$ cat config.mk
export PLATFORM = sky130hd
export DESIGN_NAME = crc8_frame_receiver_unit
export DESIGN_NICKNAME = d
export VERILOG_FILES = /design/src/crc8fr_pkg.sv /design/src/crc8_frame_receiver_unit.sv /design/src/crc8fr_crc.sv
export SDC_FILE = /design/constraint.sdc
export NUM_CORES = 1
export LEC_CHECK = 0
export BUFFER_PORTS_ARGS = -buffer_cell sky130_fd_sc_hd__clkbuf_2
export CAP_MARGIN = 10
export CORE_ASPECT_RATIO = 1.4
export CORE_MARGIN = 4
export CORE_UTILIZATION = 40
export DETAILED_ROUTE_END_ITERATION = 8
export PLACE_DENSITY = 0.59
export SYNTH_ARGS = -nofsm -noshare
export SYNTH_HDL_FRONTEND = slang
export SYNTH_SLANG_ARGS = --single-unit
$ cat constraint.sdc
create_clock -name i_clk -period 3.7 [get_ports i_clk]
set_input_delay 0 -clock i_clk [delete_from_list [all_inputs] [get_ports i_clk]]
set_output_delay 0 -clock i_clk [all_outputs]
set_load 0.03 [all_outputs]
$ cat src/crc8fr_pkg.sv
// ----------------------------------------------------------------------------
// crc8fr_pkg
// Shared types and constants for the CRC-8 frame receiver.
// ----------------------------------------------------------------------------
`default_nettype none

package crc8fr_pkg;

    localparam int unsigned BYTE_W     = 8;
    localparam int unsigned LEN_W      = 16;
    localparam int unsigned KIND_W     = 3;
    localparam int unsigned CFG_IDX_W  = 2;

    localparam logic [BYTE_W-1:0] CRC_POLY = 8'h31;
    localparam logic [BYTE_W-1:0] CRC_INIT = 8'h00;

    localparam logic [BYTE_W-1:0] START_CODE_RST = 8'd170;
    localparam logic [BYTE_W-1:0] ACK_CODE_RST   = 8'd6;
    localparam logic [BYTE_W-1:0] NAK_CODE_RST   = 8'd21;

    localparam logic [CFG_IDX_W-1:0] CFG_START = 2'd0;
    localparam logic [CFG_IDX_W-1:0] CFG_ACK   = 2'd1;
    localparam logic [CFG_IDX_W-1:0] CFG_NAK   = 2'd2;

    typedef enum logic [2:0] {
        PH_IDLE   = 3'd0,
        PH_CMD    = 3'd1,
        PH_LEN_LO = 3'd2,
        PH_LEN_HI = 3'd3,
        PH_DATA   = 3'd4,
        PH_CRC    = 3'd5
    } t_phase;

    typedef enum logic [KIND_W-1:0] {
        EV_ACK  = 3'd0,
        EV_NAK  = 3'd1,
        EV_DATA = 3'd2,
        EV_GOOD = 3'd3,
        EV_BAD  = 3'd4
    } t_event;

endpackage

`default_nettype wire

$ cat src/crc8_frame_receiver_unit.sv
// ----------------------------------------------------------------------------
// crc8_frame_receiver_unit
// Byte-serial frame parser: ack/nak/start detection, header capture,
// streamed payload with position, CRC-8 check on the closing byte.
// ----------------------------------------------------------------------------
// The result beat of an accepted byte is registered for the next cycle.
// Throughput: one byte per cycle unless stalled; the parse state and the
// one-byte CRC step are combinational, the result register decouples output.
// Reset: synchronous active low; returns to idle, clears header, count, CRC
// and loads the default start, ack and nak codes.
// ----------------------------------------------------------------------------
`default_nettype none

module crc8_frame_receiver_unit (
    input  wire logic                               i_clk,
    input  wire logic                               i_rst_n,
    input  wire logic                               i_valid,
    output logic                                    o_stall,
    input  wire logic [crc8fr_pkg::BYTE_W-1:0]      i_rx_byte,
    output logic                                    o_valid,
    input  wire logic                               i_stall,
    output logic      [crc8fr_pkg::KIND_W-1:0]      o_event_kind,
    output logic      [crc8fr_pkg::BYTE_W-1:0]      o_frame_command,
    output logic      [crc8fr_pkg::BYTE_W-1:0]      o_payload_byte,
    output logic      [crc8fr_pkg::LEN_W-1:0]       o_payload_position,
    output logic      [crc8fr_pkg::LEN_W-1:0]       o_frame_length,
    input  wire logic                               i_cfg_we,
    input  wire logic [crc8fr_pkg::CFG_IDX_W-1:0]   i_cfg_index,
    input  wire logic [crc8fr_pkg::BYTE_W-1:0]      i_cfg_data
);

    crc8fr_pkg::t_phase r_phase, n_phase;
    logic [crc8fr_pkg::BYTE_W-1:0] r_cmd, n_cmd;
    logic [crc8fr_pkg::LEN_W-1:0]  r_len, n_len;
    logic [crc8fr_pkg::LEN_W-1:0]  r_count, n_count;
    logic [crc8fr_pkg::BYTE_W-1:0] r_crc, n_crc;
    logic [crc8fr_pkg::BYTE_W-1:0] r_start_code, r_ack_code, r_nak_code;

    logic                          r_out_valid;
    crc8fr_pkg::t_event            r_kind, n_kind;
    logic [crc8fr_pkg::BYTE_W-1:0] r_out_cmd, n_out_cmd;
    logic [crc8fr_pkg::BYTE_W-1:0] r_out_data, n_out_data;
    logic [crc8fr_pkg::LEN_W-1:0]  r_out_pos, n_out_pos;
    logic [crc8fr_pkg::LEN_W-1:0]  r_out_len, n_out_len;
    logic                          n_has_result;

    logic                          accept;
    logic [crc8fr_pkg::BYTE_W-1:0] crc_next;
    logic [crc8fr_pkg::LEN_W-1:0]  count_inc;
    logic [crc8fr_pkg::LEN_W-1:0]  len_full;

    assign o_stall = r_out_valid & i_stall;
    assign accept  = i_valid & ~o_stall;

    assign count_inc = r_count + crc8fr_pkg::LEN_W'(1);
    assign len_full  = {i_rx_byte, r_len[crc8fr_pkg::BYTE_W-1:0]};

    crc8fr_crc u_crc (
        .i_crc  (r_crc),
        .i_data (i_rx_byte),
        .o_crc  (crc_next)
    );

    // next parse state
    always_comb begin
        n_phase = r_phase;
        n_cmd   = r_cmd;
        n_len   = r_len;
        n_count = r_count;
        n_crc   = r_crc;
        unique case (r_phase)
            crc8fr_pkg::PH_CMD: begin
                n_cmd   = i_rx_byte;
                n_phase = crc8fr_pkg::PH_LEN_LO;
            end
            crc8fr_pkg::PH_LEN_LO: begin
                n_len   = {{crc8fr_pkg::BYTE_W{1'b0}}, i_rx_byte};
                n_phase = crc8fr_pkg::PH_LEN_HI;
            end
            crc8fr_pkg::PH_LEN_HI: begin
                n_len   = len_full;
                n_count = '0;
                n_crc   = crc8fr_pkg::CRC_INIT;
                n_phase = (len_full != '0) ? crc8fr_pkg::PH_DATA : crc8fr_pkg::PH_CRC;
            end
            crc8fr_pkg::PH_DATA: begin
                n_crc   = crc_next;
                n_count = count_inc;
                if (count_inc >= r_len) begin
                    n_phase = crc8fr_pkg::PH_CRC;
                end
            end
            crc8fr_pkg::PH_CRC: begin
                n_phase = crc8fr_pkg::PH_IDLE;
            end
            default: begin
                n_phase = crc8fr_pkg::PH_IDLE;
                if (i_rx_byte != r_ack_code && i_rx_byte != r_nak_code &&
                    i_rx_byte == r_start_code) begin
                    n_crc   = crc8fr_pkg::CRC_INIT;
                    n_count = '0;
                    n_phase = crc8fr_pkg::PH_CMD;
                end
            end
        endcase
    end

    // result beat
    always_comb begin
        n_has_result = 1'b0;
        n_kind       = crc8fr_pkg::EV_ACK;
        n_out_cmd    = '0;
        n_out_data   = '0;
        n_out_pos    = '0;
        n_out_len    = '0;
        unique case (r_phase)
            crc8fr_pkg::PH_CMD, crc8fr_pkg::PH_LEN_LO, crc8fr_pkg::PH_LEN_HI: begin
                n_has_result = 1'b0;
            end
            crc8fr_pkg::PH_DATA: begin
                n_has_result = 1'b1;
                n_kind       = crc8fr_pkg::EV_DATA;
                n_out_cmd    = r_cmd;
                n_out_data   = i_rx_byte;
                n_out_pos    = r_count;
                n_out_len    = r_len;
            end
            crc8fr_pkg::PH_CRC: begin
                n_has_result = 1'b1;
                n_kind       = (i_rx_byte == r_crc) ? crc8fr_pkg::EV_GOOD
                                                    : crc8fr_pkg::EV_BAD;
                n_out_cmd    = r_cmd;
                n_out_len    = r_len;
            end
            default: begin
                if (i_rx_byte == r_ack_code) begin
                    n_has_result = 1'b1;
                    n_kind       = crc8fr_pkg::EV_ACK;
                end else if (i_rx_byte == r_nak_code) begin
                    n_has_result = 1'b1;
                    n_kind       = crc8fr_pkg::EV_NAK;
                end
            end
        endcase
    end

    always_ff @(posedge i_clk) begin
        if (!i_rst_n) begin
            r_phase      <= crc8fr_pkg::PH_IDLE;
            r_cmd        <= '0;
            r_len        <= '0;
            r_count      <= '0;
            r_crc        <= crc8fr_pkg::CRC_INIT;
            r_start_code <= crc8fr_pkg::START_CODE_RST;
            r_ack_code   <= crc8fr_pkg::ACK_CODE_RST;
            r_nak_code   <= crc8fr_pkg::NAK_CODE_RST;
            r_out_valid  <= 1'b0;
        end else begin
            if (accept) begin
                r_phase <= n_phase;
                r_cmd   <= n_cmd;
                r_len   <= n_len;
                r_count <= n_count;
                r_crc   <= n_crc;
            end
            if (i_cfg_we) begin
                unique case (i_cfg_index)
                    crc8fr_pkg::CFG_START: r_start_code <= i_cfg_data;
                    crc8fr_pkg::CFG_ACK:   r_ack_code   <= i_cfg_data;
                    crc8fr_pkg::CFG_NAK:   r_nak_code   <= i_cfg_data;
                    default: ;
                endcase
            end
            if (!o_stall) begin
                r_out_valid <= accept & n_has_result;
            end
        end
    end

    always_ff @(posedge i_clk) begin
        if (accept) begin
            r_kind     <= n_kind;
            r_out_cmd  <= n_out_cmd;
            r_out_data <= n_out_data;
            r_out_pos  <= n_out_pos;
            r_out_len  <= n_out_len;
        end
    end

    assign o_valid            = r_out_valid;
    assign o_event_kind       = r_kind;
    assign o_frame_command    = r_out_cmd;
    assign o_payload_byte     = r_out_data;
    assign o_payload_position = r_out_pos;
    assign o_frame_length     = r_out_len;

endmodule

`default_nettype wire

$ cat src/crc8fr_crc.sv
// ----------------------------------------------------------------------------
// crc8fr_crc
// One-byte CRC-8 update, MSB first, polynomial from the package.
// ----------------------------------------------------------------------------
`default_nettype none

module crc8fr_crc (
    input  wire logic [crc8fr_pkg::BYTE_W-1:0] i_crc,
    input  wire logic [crc8fr_pkg::BYTE_W-1:0] i_data,
    output logic      [crc8fr_pkg::BYTE_W-1:0] o_crc
);

    always_comb begin
        logic [crc8fr_pkg::BYTE_W-1:0] c;
        c = i_crc ^ i_data;
        for (int i = 0; i < crc8fr_pkg::BYTE_W; i++) begin
            if (c[crc8fr_pkg::BYTE_W-1]) begin
                c = {c[crc8fr_pkg::BYTE_W-2:0], 1'b0} ^ crc8fr_pkg::CRC_POLY;
            end else begin
                c = {c[crc8fr_pkg::BYTE_W-2:0], 1'b0};
            end
        end
        o_crc = c;
    end

endmodule

`default_nettype wire
# ---- After elaboration in Yosys (flattened, before gate mapping)
# Index checks and enable logic that the tools add are counted.
dict set report word_totals {
  reg_bits 127
  latchBits 0
  ram_bits 0
  mem_bits_ro 0
  input_bits 23
  mem_count 0
}
dict set report op_classes {
  add_sub_neg 1
  multipliers 0
  div_mod_pow 0
  magnitude_cmp 1
  eq_ne 14
  n_shift 0
  n_mux 24
  bitwise_logic 15
  n_reduce_logical 17
}
# op n
set ops {}
lappend ops {{6-bit two-way mux} 8}
lappend ops {{16-bit one-hot mux with 3 select lines} 1}
lappend ops {{8-bit == test} 4}
lappend ops {{16-bit one-hot mux with 2 select lines} 1}
lappend ops {{3-bit inverter} 8}
lappend ops {{8-bit one-hot mux with 3 select lines} 1}
lappend ops {{16-bit by 1-bit adder with 16-bit output, second input constant} 1}
lappend ops {{16-bit greater-or-equal comparator} 1}
lappend ops {{16-bit two-way mux} 1}
lappend ops {{8-bit != test} 2}
lappend ops {{16-bit nonzero test} 1}
lappend ops {{3-bit one-hot mux with 5 select lines} 1}
lappend ops {{2-bit AND reduction} 6}
lappend ops {{3-bit one-hot mux with 3 select lines} 1}
lappend ops {{8-bit two-way mux} 1}
lappend ops {{8-bit bitwise XOR} 1}
lappend ops {{3-bit by 2-bit == test with 1-bit output, second input constant} 2}
lappend ops {{3-bit == test, second input constant} 2}
lappend ops {{1-bit two-way mux} 6}
lappend ops {{3-bit two-way mux} 2}
lappend ops {{3-bit AND reduction} 2}
lappend ops {{3-bit OR reduction} 2}
lappend ops {{1-bit bitwise AND} 3}
lappend ops {{3-bit by 1-bit == test with 1-bit output, second input constant} 1}
lappend ops {{10 further kinds} 13}

# ---- Longest topological paths before layout
dict set report logic_depth {
  word_depth 18
  depth_mapped 11
}

# ---- Cells and area by module
# A second synthesis with hierarchy kept.
dict set report hier_totals {
  cells_unflattened 603
  area_unflattened_um2 6272.3
}
# mod instances cells_per_inst area_per_inst_um2
set modules_own_cells {}
lappend modules_own_cells {crc8_frame_receiver_unit 1 584 6057.1}
lappend modules_own_cells {crc8fr_crc 1 19 215.2}

# ---- Least setup slack after synthesis
# OpenSTA, ideal clock, no wires.
dict set report synth_path {
  path_kind {flip-flop to flip-flop}
  startpoint {register r_out_valid, in the netlist o_valid}
  endpoint {register r_cmd[0] (netlist bit)}
  setup_ps 128
  arrival_time_ps 2895
  required_time_ps 3572
  path_slack_ps 677
  stages_incl_launch_ff 7
  path_buffers 1
  synth_period_minus_slack_ps 3023
  path_cell_list {dfxtp_1 -> a21bo_2 -> clkinv_1 -> and3_1 -> clkbuf_1 -> mux2i_1 -> nor2_1}
}
dict set report synth_via {
  elab_chain_cells 4
}
# item line
set synth_lines {}
lappend synth_lines {{from (decl)} crc8_frame_receiver_unit.sv:39} ;# logic r_out_valid;
lappend synth_lines {{from (signal assigned)} crc8_frame_receiver_unit.sv:175} ;# r_out_valid <= accept & n_has_result;
lappend synth_lines {{1-bit bitwise AND} crc8_frame_receiver_unit.sv:52} ;# assign o_stall = r_out_valid & i_stall;
lappend synth_lines {{1-bit inverter} crc8_frame_receiver_unit.sv:53} ;# assign accept = i_valid & ~o_stall;
lappend synth_lines {{1-bit bitwise AND} crc8_frame_receiver_unit.sv:53}
lappend synth_lines {{net accept} crc8_frame_receiver_unit.sv:47} ;# logic accept;
lappend synth_lines {{2-bit AND reduction (no source line)} -}
lappend synth_lines {{to (signal assigned)} crc8_frame_receiver_unit.sv:161} ;# r_cmd <= n_cmd;
lappend synth_lines {{to (decl)} crc8_frame_receiver_unit.sv:33} ;# logic [crc8fr_pkg::BYTE_W-1:0] r_cmd, n_cmd;
# The timed path passes the listed nets, and every way through them passes these cells.
# A chain may end at the register's enable or synchronous reset.

# ---- Worst setup path after layout
dict set report layout_path {
  startpoint {register r_count[2] (netlist bit)}
  endpoint {register r_phase[0]}
}
dict set report layout_via {
  elab_chain_cells 4
}
# item line
set layout_lines {}
lappend layout_lines {{from (decl)} crc8_frame_receiver_unit.sv:35} ;# logic [crc8fr_pkg::LEN_W-1:0] r_count, n_count;
lappend layout_lines {{from (signal assigned)} crc8_frame_receiver_unit.sv:163} ;# r_count <= n_count;
lappend layout_lines {{16-bit by 1-bit adder with 16-bit output} crc8_frame_receiver_unit.sv:55} ;# assign count_inc = r_count + crc8fr_pkg::LEN_W'(1);
lappend layout_lines {{16-bit greater-or-equal comparator} crc8_frame_receiver_unit.sv:89} ;# if (count_inc >= r_len) begin
lappend layout_lines {{2-bit != test (no source line)} -}
lappend layout_lines {{2-bit AND reduction (no source line)} -}
lappend layout_lines {{to (signal assigned)} crc8_frame_receiver_unit.sv:149} ;# r_phase <= crc8fr_pkg::PH_IDLE;
lappend layout_lines {{to (signal assigned)} crc8_frame_receiver_unit.sv:160} ;# r_phase <= n_phase;
lappend layout_lines {{to (decl)} crc8_frame_receiver_unit.sv:32} ;# crc8fr_pkg::t_phase r_phase, n_phase;
# No other way between the ends.

==> reports/results.txt <==
synthesized cell area -> 6180 µm²
Clock Latency Late Sink -> 410 ps
main flop type after synthesis -> dfxtp_1
Seq. cell area -> 3050 µm²
reg2reg setup slack -> 670 ps
Crit Reg-Reg Endpoint -> r_phase[0]
synthesized instance count -> 616
clk buf depth -> 2
Worst EP required -> 3990 ps
Synth top area share -> 0.248
WL final -> 15700 µm
Placed Cells -> 852
Avg WL per Cell -> 17.6 µm
Seq/Total Area, Yosys -> 0.494
IO Count -> 76
Die X -> 113 µm
FF-to-FF Start -> r_count[2]
drt first pass iters -> 5
Die ar. -> 17500 µm²
fill cell count -> 1430
# rows -> 53
maximum net fanout on the critical path -> 9
syn_nets -> 656
PortBufs -> 75
Arr. time, crit path -> 3320 ps
critical path's largest stage delay -> 480 ps
Initial Util -> 0.409
ordered list of cells on the worst path -> and4_1 > nand4_1 > o21a_1 > or2_2 > ha_1 > a21oi_1 > o21ai_0 > or3_1 > a211oi_1 > o31ai_1
family with the most delay on the worst path -> simple AND/OR/NAND/NOR gates
Yosys top cell by area -> edfxtp_1
diode count -> 0
vias in the first global route -> 4820
Post-synth top cells -> dfxtp_1, nand2_1, edfxtp_1
H-Tree Depth -> 4
Root Buffer -> clkbuf_16
Highest Clock Rate -> 330 MHz
Hold Crit Class -> in2reg
clock skew -> 8.24 ps
GRT overflow -> 0
maximum capacitance violations -> 0
core area -> 15100 µm²
Setup CP Type -> reg2reg
crit path launch type -> flop
non-filler cells, final -> 894
Num CTS Buffers -> 17
status -> finished, final reports clean
final setup fails -> 0
placed cell area -> 6700 µm²
Final Hold Viols -> 0
share of layout cells above drive strength 1 -> 0.178
top-count cell post-synth -> dfxtp_1
Min Clock Period, post-route -> 3030 ps
Hold Path Sink -> r_len[7]
total global-route track usage -> 0.181
Worst setup EP type -> flop
final period utilization -> 0.820
Post-CTS Resized -> 0
post-synthesis register bit count -> 127
First DRT Iteration DRCs -> 269
Area Growth Syn to Fin -> 19.2%
Yosys warnings -> 0
Num Clock Sinks -> 127
layout net count -> 729
GPL Wtd Cong -> 0.892
via count -> 4751
clock slew at reported path FFs -> 60 ps
via-per-instance ratio -> 5.31
die height -> 155 µm
EDFF count, synth -> 51
WHS Path Cells -> 3
setup_tns -> 0 ps
RSZ-0062 raised after global routing -> no
Worst path slowest cell -> dfxtp_1
Post-synth ARST share -> 0
Design Area, Final -> 7370 µm²
CTS tree -> done
Routed Antenna Nets -> 0
global-route wire length before repair -> 25100 µm
largest net degree at the start of global routing -> 59
Worst Max-Slew Pin Slew -> 938 ps
initial antenna violation count -> 0
average size of a mapped cell -> 10.0 µm²
area of the multi-input gates -> 2860 µm²
final hold slack -> 34.4 ps
synth top area cells -> edfxtp_1, dfxtp_1, mux2i_1
PD cells -> 457 nW/µm²
Detail Placement HPWL -> 10800 µm
DRC -> 0
Netlist cell types -> 50
worst rel slew slack -> 0.370
Buf/Inv on CP -> 0
maximum VDD drop -> 0.318 mV
Slew Limit Fails -> 0
R2R depth -> 10
worst hold start -> i_rx_byte[7]
P_leak -> 3.05 nW
placed cells by master, fill, tap and decap left out, drive strengths merged, types with 6 or more instances in the layout:
cell type    netlist  final
clkbuf            27     92
dfxtp             76     76
nand2             67     67
edfxtp            51     51
mux2i             47     47
nor2              39     39
xnor2             36     36
and3              27     27
nor3              23     23
a21oi             23     23
inv               20     22
xor2              19     19
o21ai             19     19
nand3             17     17
ha                17     17
nand4             15     15
and2              13     13
buf               16     12
dlygate4sd3        0     10
nor4               9      9
clkinv             1      7
o21a               6      6
worst min-delay path: stages:
cell,delay (ps)
clkbuf_2,220
nand2_1,110
a21oi_1,60
worst max path at each step:
stage               start         end  slack [ps]  depth (start not counted)
2_1_floorplan     o_valid    r_cmd[0]         680                          6
4_1_cts        r_count[2]  r_phase[0]         700                         10
6_report       r_count[2]  r_phase[0]         670                         10
5_1_grt        r_count[2]  r_phase[0]         460                         10
3_3_place_gp   r_count[2]  r_phase[0]         800                         10
3_5_place_dp   r_count[2]  r_phase[0]         710                         10
cell type report:
cell class                 instances  area share
clock buffer                      17      0.0577
sequential                       127       0.414
multi-input combinational        425       0.388
tap                              192      0.0326
clock inverter                    15      0.0197
timing repair buffer              97      0.0768
inverter                          21      0.0107
where the power goes:
part	leakage (nW)	internal, mW	switching [mW]	total (mW)
registers	1.14	1.49	0.0155	1.50
clock network	0.264	0.984	0.618	1.60
logic	1.65	0.0908	0.170	0.260
kinds of logic (layout without fill, tap and decap cells):
group,after synthesis,count (layout),synth area share
adders and majority gates,17,17,0.0344
buffers and inverters,64,150,0.0433
AOI/OAI and AO/OA,77,77,0.0830
xor gates and xnor gates,58,58,0.0889
and+or+nand+nor,226,226,0.180
muxes,47,47,0.0761
DFF,127,127,0.494
layer usage:
layer	up-vias	GRT usage	wire length [µm]
met4	0	0.0796	495
met2	135	0.314	7880
met1	2264	0.218	6690
met5	-	0	0
li1	2324	-	-
met3	28	0.0335	624
stage by stage:
step,total power [mW],setup slack [ps],util
after floorplan,1.71,677,-
after global placement,1.78,799,0.443
after detailed placement,1.78,714,0.443
after CTS,3.39,701,0.487
after global routing,3.47,461,0.487
final,3.36,667,0.487
state kept, by name, summed over array words and instances, names as in the netlist:
register,flops
o_event_kind,3
r_start_code,8
r_count,16
r_cmd,8
r_phase,3
o_payload_position,16
o_frame_command,8
r_ack_code,8
r_len,16
r_nak_code,8
r_crc,8
o_frame_length,16
o_payload_byte,8
o_valid,1
what timing repair did:
item,CTS,global route
hold buffers,10,0
hold endpoints to repair,25,0
buffers inserted,0,0
(Power assumes the default switching activity.)
